`config.mk`:
```
export PLATFORM = sky130hd
export DESIGN_NAME = multitouch_slot_tracker
export DESIGN_NICKNAME = d
export VERILOG_FILES = /design/src/design/mst_pkg.sv /design/src/design/mst_ram.sv /design/src/design/multitouch_slot_tracker.sv
export SDC_FILE = /design/constraint.sdc
export NUM_CORES = 1
export LEC_CHECK = 0
export BUFFER_PORTS_ARGS = -buffer_cell sky130_fd_sc_hd__buf_2
export CORE_ASPECT_RATIO = 0.6
export CORE_MARGIN = 10
export CORE_UTILIZATION = 35
export DETAILED_ROUTE_END_ITERATION = 6
export SLEW_MARGIN = 5
export SYNTH_ARGS = -nofsm -noshare
export SYNTH_HDL_FRONTEND = slang
export SYNTH_HIERARCHICAL = 1
export SYNTH_SLANG_ARGS = --single-unit
```
`constraint.sdc`:
```
create_clock -name clk -period 11.8 [get_ports clk]
set_input_delay 2.36 -clock clk [delete_from_list [all_inputs] [get_ports clk]]
set_output_delay 2.36 -clock clk [all_outputs]
set_load 0.02 [all_outputs]
```
`src/design/mst_pkg.sv`:
```
package mst_pkg;

	localparam int SLOT_COUNT_DEF = 5;
	localparam int COORD_W        = 12;
	localparam int DIM_W          = 13;
	localparam int SLOT_W         = 4;

	localparam logic [DIM_W-1:0] WIDTH_RESET  = 13'd800;
	localparam logic [DIM_W-1:0] HEIGHT_RESET = 13'd480;
	localparam logic [DIM_W-1:0] DIM_MAX      = 13'd4096;

	localparam logic [2:0] CMD_SELECT = 3'd0;
	localparam logic [2:0] CMD_ABS_X  = 3'd1;
	localparam logic [2:0] CMD_ABS_Y  = 3'd2;
	localparam logic [2:0] CMD_KEY    = 3'd3;
	localparam logic [2:0] CMD_TICK   = 3'd4;

	localparam logic CFG_WIDTH  = 1'b0;
	localparam logic CFG_HEIGHT = 1'b1;

	typedef struct packed {
		logic [2:0]         command;
		logic signed [31:0] event_value;
	} in_item_t;

	typedef struct packed {
		logic [SLOT_W-1:0]  slot_index;
		logic               touching;
		logic [COORD_W-1:0] x_pos;
		logic [COORD_W-1:0] y_pos;
		logic               last_in_report;
	} out_item_t;

	typedef struct packed {
		logic               down;
		logic [COORD_W-1:0] x;
		logic [COORD_W-1:0] y;
	} slot_entry_t;

endpackage

```
`src/design/mst_ram.sv`:
```
module mst_ram #(
	parameter int WIDTH = 25,
	parameter int DEPTH = 5,
	localparam int ADDR_W = (DEPTH > 1) ? $clog2(DEPTH) : 1
) (
	input  logic              clk,
	input  logic              we,
	input  logic [ADDR_W-1:0] waddr,
	input  logic [WIDTH-1:0]  wdata,
	input  logic              re,
	input  logic [ADDR_W-1:0] raddr,
	output logic [WIDTH-1:0]  rdata
);

	logic [WIDTH-1:0] mem_q [DEPTH];

	always_ff @(posedge clk) begin
		if (we) begin
			mem_q[waddr] <= wdata;
		end
		if (re) begin
			rdata <= mem_q[raddr];
		end
	end

endmodule

```
`src/design/multitouch_slot_tracker.sv`:
```
// Select and ignored commands leave the tracker idle, ready for a new item straight after.
// X, Y and key items: a read-modify-write of the slot RAM, with in_stall high during the write-back.
// Report tick: one item per dirty slot, lowest slot first, held back while out_stall holds;
// each slot is read from the RAM and then registered into out_data in the emit state.
// Reset (arst_n low): screen size 800x480, active slot 0, all slots clean and read as zero.
module multitouch_slot_tracker #(
	parameter int SLOT_COUNT = mst_pkg::SLOT_COUNT_DEF
) (
	input  logic                           clk,
	input  logic                           arst_n,
	input  logic                           in_valid,
	output logic                           in_stall,
	input  mst_pkg::in_item_t              in_data,
	output logic                           out_valid,
	input  logic                           out_stall,
	output mst_pkg::out_item_t             out_data,
	input  logic                           cfg_we,
	input  logic                           cfg_index,
	input  logic [mst_pkg::DIM_W-1:0]      cfg_data
);

	localparam int IDX_W   = (SLOT_COUNT > 1) ? $clog2(SLOT_COUNT) : 1;
	localparam int ENTRY_W = $bits(mst_pkg::slot_entry_t);
	localparam logic [IDX_W-1:0] IDX_MAX = IDX_W'(SLOT_COUNT - 1);

	typedef enum logic [1:0] {
		ST_IDLE,
		ST_UPDATE,
		ST_EMIT
	} state_t;

	function automatic logic [IDX_W-1:0] low_idx(input logic [SLOT_COUNT-1:0] m);
		logic [IDX_W-1:0] r;
		r = '0;
		for (int i = SLOT_COUNT - 1; i >= 0; i--) begin
			if (m[i]) begin
				r = IDX_W'(i);
			end
		end
		return r;
	endfunction

	function automatic logic [mst_pkg::COORD_W-1:0] clamp_coord(
		input logic signed [31:0]          v,
		input logic [mst_pkg::DIM_W-1:0]   dim
	);
		logic [mst_pkg::DIM_W-1:0]   d;
		logic [mst_pkg::COORD_W-1:0] hi;
		logic [mst_pkg::COORD_W-1:0] r;
		d = dim;
		if (d == '0) begin
			d = mst_pkg::DIM_W'(1);
		end else if (d > mst_pkg::DIM_MAX) begin
			d = mst_pkg::DIM_MAX;
		end
		hi = mst_pkg::COORD_W'(d - mst_pkg::DIM_W'(1));
		if (v[31]) begin
			r = '0;
		end else if (v[30:mst_pkg::COORD_W] != '0 || v[mst_pkg::COORD_W-1:0] > hi) begin
			r = hi;
		end else begin
			r = v[mst_pkg::COORD_W-1:0];
		end
		return r;
	endfunction

	state_t                       state_q;
	logic [mst_pkg::DIM_W-1:0]    width_q;
	logic [mst_pkg::DIM_W-1:0]    height_q;
	logic [IDX_W-1:0]             active_q;
	logic [IDX_W-1:0]             addr_q;
	logic [IDX_W-1:0]             ptr_q;
	logic [2:0]                   op_q;
	logic [mst_pkg::COORD_W-1:0]  coord_q;
	logic                         pressed_q;
	logic [SLOT_COUNT-1:0]        dirty_q;
	logic [SLOT_COUNT-1:0]        written_q;
	logic                         rd_ok_q;
	logic                         out_valid_q;
	mst_pkg::out_item_t           out_q;

	logic                         in_fire;
	logic                         emit;
	logic                         more;
	logic [SLOT_COUNT-1:0]        above;
	logic [IDX_W-1:0]             next_idx;
	logic                         re;
	logic [IDX_W-1:0]             raddr;
	logic                         we;
	logic [ENTRY_W-1:0]           rdata;
	mst_pkg::slot_entry_t         cur;
	mst_pkg::slot_entry_t         upd;

	assign in_stall  = (state_q != ST_IDLE);
	assign in_fire   = in_valid && !in_stall;
	assign out_valid = out_valid_q;
	assign out_data  = out_q;

	assign cur  = rd_ok_q ? mst_pkg::slot_entry_t'(rdata) : '0;
	assign emit = (state_q == ST_EMIT) && (!out_valid_q || !out_stall);

	always_comb begin
		for (int i = 0; i < SLOT_COUNT; i++) begin
			above[i] = dirty_q[i] && (IDX_W'(i) > ptr_q);
		end
	end
	assign more     = |above;
	assign next_idx = low_idx(above);

	always_comb begin
		upd = cur;
		we  = 1'b0;
		if (state_q == ST_UPDATE) begin
			unique case (op_q)
				mst_pkg::CMD_ABS_X: begin
					upd.x = coord_q;
					we    = 1'b1;
				end
				mst_pkg::CMD_ABS_Y: begin
					upd.y = coord_q;
					we    = 1'b1;
				end
				default: begin
					upd.down = pressed_q;
					we       = (cur.down != pressed_q);
				end
			endcase
		end
	end

	always_comb begin
		re    = 1'b0;
		raddr = active_q;
		if (in_fire) begin
			priority if (in_data.command == mst_pkg::CMD_ABS_X ||
			             in_data.command == mst_pkg::CMD_ABS_Y ||
			             in_data.command == mst_pkg::CMD_KEY) begin
				re = 1'b1;
			end else if (in_data.command == mst_pkg::CMD_TICK) begin
				re    = |dirty_q;
				raddr = low_idx(dirty_q);
			end else begin
				re = 1'b0;
			end
		end else if (emit && more) begin
			re    = 1'b1;
			raddr = next_idx;
		end
	end

	mst_ram #(
		.WIDTH(ENTRY_W),
		.DEPTH(SLOT_COUNT)
	) u_slot_ram (
		.clk   (clk),
		.we    (we),
		.waddr (addr_q),
		.wdata (upd),
		.re    (re),
		.raddr (raddr),
		.rdata (rdata)
	);

	always_ff @(posedge clk or negedge arst_n) begin
		if (!arst_n) begin
			width_q  <= mst_pkg::WIDTH_RESET;
			height_q <= mst_pkg::HEIGHT_RESET;
		end else if (cfg_we) begin
			unique case (cfg_index)
				mst_pkg::CFG_WIDTH:  width_q  <= cfg_data;
				mst_pkg::CFG_HEIGHT: height_q <= cfg_data;
				default: ;
			endcase
		end
	end

	always_ff @(posedge clk) begin
		if (re) begin
			rd_ok_q <= written_q[raddr];
		end
		if (in_fire) begin
			op_q      <= in_data.command;
			addr_q    <= active_q;
			pressed_q <= (in_data.event_value != '0);
			coord_q   <= clamp_coord(in_data.event_value,
				(in_data.command == mst_pkg::CMD_ABS_Y) ? height_q : width_q);
		end
		if (emit) begin
			out_q.slot_index     <= mst_pkg::SLOT_W'(ptr_q);
			out_q.touching       <= cur.down;
			out_q.x_pos          <= cur.x;
			out_q.y_pos          <= cur.y;
			out_q.last_in_report <= !more;
		end
	end

	always_ff @(posedge clk or negedge arst_n) begin
		if (!arst_n) begin
			state_q     <= ST_IDLE;
			active_q    <= '0;
			ptr_q       <= '0;
			dirty_q     <= '0;
			written_q   <= '0;
			out_valid_q <= 1'b0;
		end else begin
			if (emit) begin
				out_valid_q <= 1'b1;
			end else if (!out_stall) begin
				out_valid_q <= 1'b0;
			end
			if (we) begin
				written_q[addr_q] <= 1'b1;
				dirty_q[addr_q]   <= 1'b1;
			end
			unique case (state_q)
				ST_IDLE: begin
					if (in_fire) begin
						priority if (in_data.command == mst_pkg::CMD_SELECT) begin
							if (in_data.event_value[31]) begin
								active_q <= '0;
							end else if (in_data.event_value > $signed(32'(SLOT_COUNT - 1))) begin
								active_q <= IDX_MAX;
							end else begin
								active_q <= IDX_W'(in_data.event_value);
							end
						end else if (in_data.command == mst_pkg::CMD_TICK) begin
							if (|dirty_q) begin
								ptr_q   <= low_idx(dirty_q);
								state_q <= ST_EMIT;
							end
						end else if (in_data.command == mst_pkg::CMD_ABS_X ||
						             in_data.command == mst_pkg::CMD_ABS_Y ||
						             in_data.command == mst_pkg::CMD_KEY) begin
							state_q <= ST_UPDATE;
						end else begin
							state_q <= ST_IDLE;
						end
					end
				end
				ST_UPDATE: begin
					state_q <= ST_IDLE;
				end
				ST_EMIT: begin
					if (emit) begin
						dirty_q[ptr_q] <= 1'b0;
						if (more) begin
							ptr_q <= next_idx;
						end else begin
							state_q <= ST_IDLE;
						end
					end
				end
				default: state_q <= ST_IDLE;
			endcase
		end
	end

	a_emit_dirty: assert property (@(posedge clk) disable iff (!arst_n)
		state_q == ST_EMIT |-> dirty_q[ptr_q])
		else $error("scan points at a clean slot");

	a_emit_clears: assert property (@(posedge clk) disable iff (!arst_n)
		emit |=> !dirty_q[$past(ptr_q)])
		else $error("reported slot still dirty");

	a_last_ends: assert property (@(posedge clk) disable iff (!arst_n)
		(emit && !more) |=> (state_q == ST_IDLE && out_valid_q && out_q.last_in_report))
		else $error("final item does not end the scan");

	a_active_range: assert property (@(posedge clk) disable iff (!arst_n)
		active_q <= IDX_MAX)
		else $error("active slot out of range");

	a_write_idle_out: assert property (@(posedge clk) disable iff (!arst_n)
		we |-> state_q == ST_UPDATE && !emit)
		else $error("slot write outside update");

endmodule
```
# Word level (Yosys, flattened, before mapping)

Memories as Yosys holds them, arrays and structs flattened. A register that Yosys moved wholly into a read port is not among the register bits.
Index checks and enable logic that the tools add are counted.

Output and inout bits: 32
Latch bits: 0
Bits in writable memories: 125
Memories kept: 1
Bits in registers: 94
Bits in read-only memories: 0
Input bits: 54

Memory list:

| name             | words | width | read ports | clocked after Yosys merged registers in | wr ports | line          | source |
|---|---|---|---|---|---|---|---|
| u_slot_ram.mem_q | 5     | 25    | 1          | 1                                       | 1        | mst_ram.sv:15 | `logic [WIDTH-1:0] mem_q [DEPTH];` |

Divide/modulo/power cells: 0
Order comparisons: 13
Reductions and logical operators: 33
Multiplexer cells: 60
Bitwise logic cells: 5
Multipliers: 0
Equality and inequality tests: 18
Shifts and indexed selects: 0
Add/sub/neg operators: 1

Operator list:

| kind                                                            | number |
|---|---|
| two-way mux 12 bit                                              | 6 |
| two-way mux 3 bit                                               | 22 |
| two-way mux 25 bit                                              | 2 |
| greater-than comparator 32 x 4 -> 1 bit (second input constant) | 1 |
| nonzero test 32 bit                                             | 1 |
| nonzero test 19 bit                                             | 1 |
| two-way mux 1 bit                                               | 15 |
| two-way mux 5 bit                                               | 3 |
| inequality test 2 bit (second input constant)                   | 7 |
| greater-than comparator 13 bit (second input constant)          | 1 |
| logical NOT 13 bit                                              | 1 |
| two-way mux 13 bit                                              | 1 |
| greater-than comparator 12 bit                                  | 1 |
| < comparator 3 x 4 -> 1 bit (second input constant)             | 3 |
| two-way mux 2 bit                                               | 6 |
| subtractor 12 x 1 -> 12 bit (second input constant)             | 1 |
| logical AND 1 bit                                               | 10 |
| OR 5 bit                                                        | 2 |
| OR reduction 5 bit                                              | 2 |
| equality test 3 x 2 -> 1 bit (second input constant)            | 3 |
| AND reduction 7 bit                                             | 1 |
| demux 1 bit (select 3 bit)                                      | 2 |
| equality test 3 x 1 -> 1 bit (second input constant)            | 2 |
| >= comparator 3 x 1 -> 1 bit (second input constant)            | 2 |
| 24 further kinds                                                | 34 |

# Depth between registers and ports, before layout

Depth in word-level cells: 11
Depth in mapped cells: 21
Gate-level depth less buffers: 18

# Modules after synthesis

The synthesis kept the hierarchy.

Modules (own cells, without submodules):

| module                  | area an instance (sq um) | times used | cells an instance |
|---|---|---|---|
| mst_ram                 | 5846.9                   | 1          | 299 |
| multitouch_slot_tracker | 5430.2                   | 1          | 491 |

# Worst setup path before layout

No wires, ideal clock.

Path type: input-to-reg
From: input port in_data[34] (netlist bit)
To: register coord_q[8] (netlist bit) (data pin)
Cell stages on the path: 18
Data required time: 11.542 ns
Library setup time: 0.258 ns
Buffers on the path: 2
Arrival: 6.805 ns
Path slack: 4.737 ns
Path through: or3b_1 > buf_6 > nor4b_4 > a22o_1 > buf_6 > mux2_4 > nand2_1 > ha_1 > o211ai_1 > a2bb2oi_1 > or3b_2 > a31oi_2 > ha_1 > nand4_1 > a211oi_1 > o41ai_1 > nand2_2 > o221a_2

Longest elaborated chain between the ends: 10

RTL lines:

| element                          | line                           | source |
|---|---|---|
| start, declared                  | multitouch_slot_tracker.sv:13  | `input mst_pkg::in_item_t in_data,` |
| equality test 3 x 2 -> 1 bit (*) | multitouch_slot_tracker.sv:186 | `(in_data.command == mst_pkg::CMD_ABS_Y) ? height_q : width_q);` |
| two-way mux 13 bit (*)           | multitouch_slot_tracker.sv:186 |  |
| greater-than comparator 13 bit   | multitouch_slot_tracker.sv:53  | `end else if (d > mst_pkg::DIM_MAX) begin` |
| two-way mux 12 bit               | multitouch_slot_tracker.sv:53  |  |
| two-way mux 12 bit (*)           | multitouch_slot_tracker.sv:51  | `if (d == '0) begin` |
| two-way mux 12 bit (*)           | multitouch_slot_tracker.sv:181 | `if (in_fire) begin` |
| subtractor 12 x 1 -> 12 bit (*)  | multitouch_slot_tracker.sv:56  | `hi = mst_pkg::COORD_W'(d - mst_pkg::DIM_W'(1));` |
| greater-than comparator 12 bit   | multitouch_slot_tracker.sv:59  | `end else if (v[30:mst_pkg::COORD_W] != '0 \|\| v[mst_pkg::COORD_W-1:0] > hi) begin` |
| logical OR 1 bit                 | multitouch_slot_tracker.sv:59  |  |
| two-way mux 12 bit (*)           | multitouch_slot_tracker.sv:59  |  |
| end signal, assigned             | multitouch_slot_tracker.sv:185 | `coord_q <= clamp_coord(in_data.event_value,` |
| end, declared                    | multitouch_slot_tracker.sv:74  | `logic [mst_pkg::COORD_W-1:0] coord_q;` |

Mark *: on every way between the ends. The rest lies on a longest branch, timed or not. The select of a mux whose other input is x is not followed.
A chain may end at the register's enable or synchronous reset.

# Final worst setup path

Same ends and word-level chain as after synthesis.

==> reports/metrics.csv <==
stage;metric;value;unit
placement;routability cong.;0.835;
logic_synthesis;Synth Instances;790;
clocking;Root Driver;clkbuf_16;
clocking;Num CTS Buffers;25;
status;status;complete, no violations;
worst_setup_path;data required time of the worst path;12.08;ns
worst_setup_path;kind of start point of the critical path;input port;
routing;drt initial violations;657;
floorplan;die area;0.0400;mm²
timing;Final Hold Viols;0;
global_routing;gr usage total;13.2;%
timing;Slew HR;27.6;%
min_path;Hold WC Path Type;flip-flop to flip-flop;
clocking;buffer count from post-CTS setup fixing;0;
layout;fillers;2901;
logic_synthesis;number of distinct library cells after synthesis;83;
routing;Remaining DRCs;0;
flow_run;max_cap viols;0;
worst_setup_path;crit path DAT;8.09;ns
routing;Post-DRT Antenna Nets;0;
floorplan;die height;159;µm
worst_setup_path;CP peak stage delay;0.98;ns
layout;# nets final;946;
logic_synthesis;ranking of synthesized cells by area;edfxtp_1 (53%), dfrtp_1 (8.4%), mux2_2 (5.1%), mux2i_1 (3.1%), a221oi_2 (2.8%);
placement;Post-DP HPWL;17.9;mm
global_routing;antenna violations before repair;2;
timing;final slew viol count;0;
layout;Reg area;0.00711;mm²
layout;layout cells sized above 1;29.9;%
logic_synthesis;flops & latches, synth;244;
timing;Finish-stage setup viols;0;
routing;First-pass DRT Iterations;5;
worst_setup_path;Cell Chain, Critical Path;buf_2 -> or3b_1 -> nor4b_4 -> a22o_1 -> mux2_4 -> nand2_1 -> ha_1 -> o211ai_1 -> a2bb2oi_1 -> or3b_2 -> a31oi_2 -> ha_1 -> nand4_1 -> a211oi_1 -> o41ai_1 -> nand2_2 -> o221a_2;
logic_synthesis;Yosys Warn Count;6;
worst_setup_path;CP most frequent cell;ha_1;
global_routing;vias in the first global route;6742;
layout;Area Overhead vs Synth;14.7;%
clocking;CTS resizes;0;
logic_synthesis;syn avg cell area;14.3;µm²
worst_setup_path;WP buf/inv;1;
clocking;CTS HTree Levels;1;
floorplan;core area;0.0315;mm²
logic_synthesis;post-synth top area cell;edfxtp_1;
timing;clk_skew;0.0122;ns
clocking;CTS tree;yes;
global_routing;grt ovf;0;
routing;wire per inst;20.6;µm
worst_setup_path;CP top delay family;compound AO/OA/AOI/OAI gates;
logic_synthesis;Most used DFF post-synth;edfxtp_1;
routing;via count;6920;
routing;vias per std cell;5.27;
timing;period utilization;66.2;%
placement;dpl cells;1268;
floorplan;die width;252;µm
logic_synthesis;area share of the largest cell type after synthesis;53.0;%
routing;Routed WL;27.0;mm
clocking;CTS Buffer Depth;3;
logic_synthesis;Post-Syn Nets;857;
logic_synthesis;ys async rst share;18.4;%
floorplan;Rows;50;
clocking;clk_lat worst skew;0.53;ns
clocking;Reg clk slew, reported paths;0.06;ns
power_and_ir_drop;pwr dens;174;mW/mm²
logic_synthesis;Post-synth EDFFs;199;
timing;Setup TNS;0;ns
power_and_ir_drop;worst vdd ir;0.0951;mV
worst_setup_path;crit path kind;input port to flip-flop;
global_routing;first-pass GRT wire length;41.6;mm
logic_synthesis;Seq/Total Area, Yosys;63.1;%
floorplan;Starting Density;35.8;%
timing;RSZ-0062 raised after global routing;false;
layout;Antenna diodes;0;
timing;f_max;0.128;GHz
placement;IO Port Bufs;84;
worst_setup_path;critical path's slowest cell;o41ai_1;
logic_synthesis;Cell Area, Synth;0.0113;mm²
worst_setup_path;Crit. End Element;flip-flop;
timing;crit path time final;7.81;ns
worst_setup_path;CP Max Fanout;17;
global_routing;largest net degree at the start of global routing;76;
floorplan;IO Pins;86;
layout;Final Non-Filler Cells;1312;
clocking;Sink Count;244;
power_and_ir_drop;P_leak;4.51;nW
layout;Multi-input gate area;0.00387;mm²
clocking;Hold Buf Count CTS;0;
timing;slew of the pin with the lowest slew margin;1.07;ns
where the power goes:
| part | switching, W | internal, W | total [W] |
|---|---|---|---|
| logic | 0.000231 | 0.000157 | 0.000388 |
| clock network | 0.000322 | 0.000448 | 0.000770 |
| registers | 0.0000652 | 0.00103 | 0.00109 |
| total | 0.000618 | 0.00163 | 0.00225 |
logic make-up (layout without fill, tap and decap cells):
logic type      after synthesis  in the layout  share of synthesized area (%)
xor+xnor                      5              5                          0.388
fa+ha+maj                    13             13                           1.44
flops                       244            244                           63.1
mux                          87             87                           8.33
simple gates                209            209                           10.8
other cells                   1              1                         0.0333
buf+inv                      72            178                           3.26
compound gates              159            159                           12.7
per-stage QoR:
step	total power [W]	util [%]	setup slack (ns)	area [µm²]	hold slack, ns
final	0.00225	41.1	3.99	12900	0.453
after global routing	0.00236	41.1	3.56	12900	0.478
after CTS	0.00227	41.1	4.13	12900	0.451
after detailed placement	0.00150	38.6	3.59	12200	0.436
after global placement	0.00149	38.6	3.71	12200	0.444
after floorplan	0.00137	-	4.74	11300	0.420
area by class of cell:
type                    count  share of cell area (%)
repair buffers             97                    4.00
inverters                  37                    1.08
flip-flops and latches    244                    55.0
clock buffers              36                    5.31
clock inverters             8                   0.754
well taps                 416                    4.02
multi-input cells         474                    29.9
cells in the mapped netlist, types with 7 or more instances:
cell / number
or3_1: 7
nor4_1: 10
clkbuf_1: 14
dfstp_2: 7
buf_6: 8
o21ai_0: 16
inv_1: 37
nor2b_1: 29
nor2_1: 28
mux2_2: 51
nand2b_1: 7
and2_1: 29
dfrtp_1: 38
a221oi_2: 21
nand3_1: 8
a211oi_1: 13
nand2_1: 34
mux2i_1: 35
nor3_1: 22
a21oi_1: 28
ha_1: 13
edfxtp_1: 199
a211oi_2: 20
registers in the layout, indices dropped and copies added, names as in the netlist, 5 cells and up:
name and flops:
written_q 5, coord_q 12, width_q 13, height_q 13
dirty_q 5, u_slot_ram/mem_q 125, u_slot_ram/rdata 25, out_data 29
placed cells by master (no fill, tap or decap), drive strengths merged, types with 4 or more instances in the layout:
master and count:
edfxtp 199, buf 97, mux2 52, dfrtp 38, inv 36, clkbuf 36
mux2i 35, nand2 35, a211oi 33, a21oi 30, and2 29, nor2b 29
nor2 29, a221oi 26, nor3 22, o21ai 17, ha 13, nor4 11
nand2b 9, nand3 8, or3 7, dfstp 7, o211ai 6, nor3b 6
clkinv 6, a21o 5, a31oi 5, or2 5, xnor2 4, a32oi 4
a311oi 4, or3b 4, nor4b 4
worst paths after layout:
path / startpoint / slack [ns] / endpoint / cells after the start
max in group asynchronous: arst_n / 9.11 / written_q[2] / 1
min in group asynchronous: arst_n / 2.01 / height_q[11] / 1
hold / removal: written_q[0] / 0.45 / written_q[0] / 1
hold reg to reg: written_q[0] / 0.45 / written_q[0] / 1
setup reg to reg: width_q[3] / 5.51 / coord_q[8] / 16
setup / recovery: in_data[34] / 3.99 / coord_q[8] / 17
per-layer routing:
layer | track usage [%] | part of all wire, % | up-vias | routed length (µm)
li1 | - | - | 3247 | -
met1 | 20.0 | 50 | 3427 | 13500
met2 | 18.7 | 42 | 214 | 11300
met3 | 3.06 | 6.7 | 32 | 1810
met4 | 2.14 | 1.3 | 0 | 356
met5 | 0.372 | 0 | - | 0
Note: power is estimated with default switching activity, not from simulation.
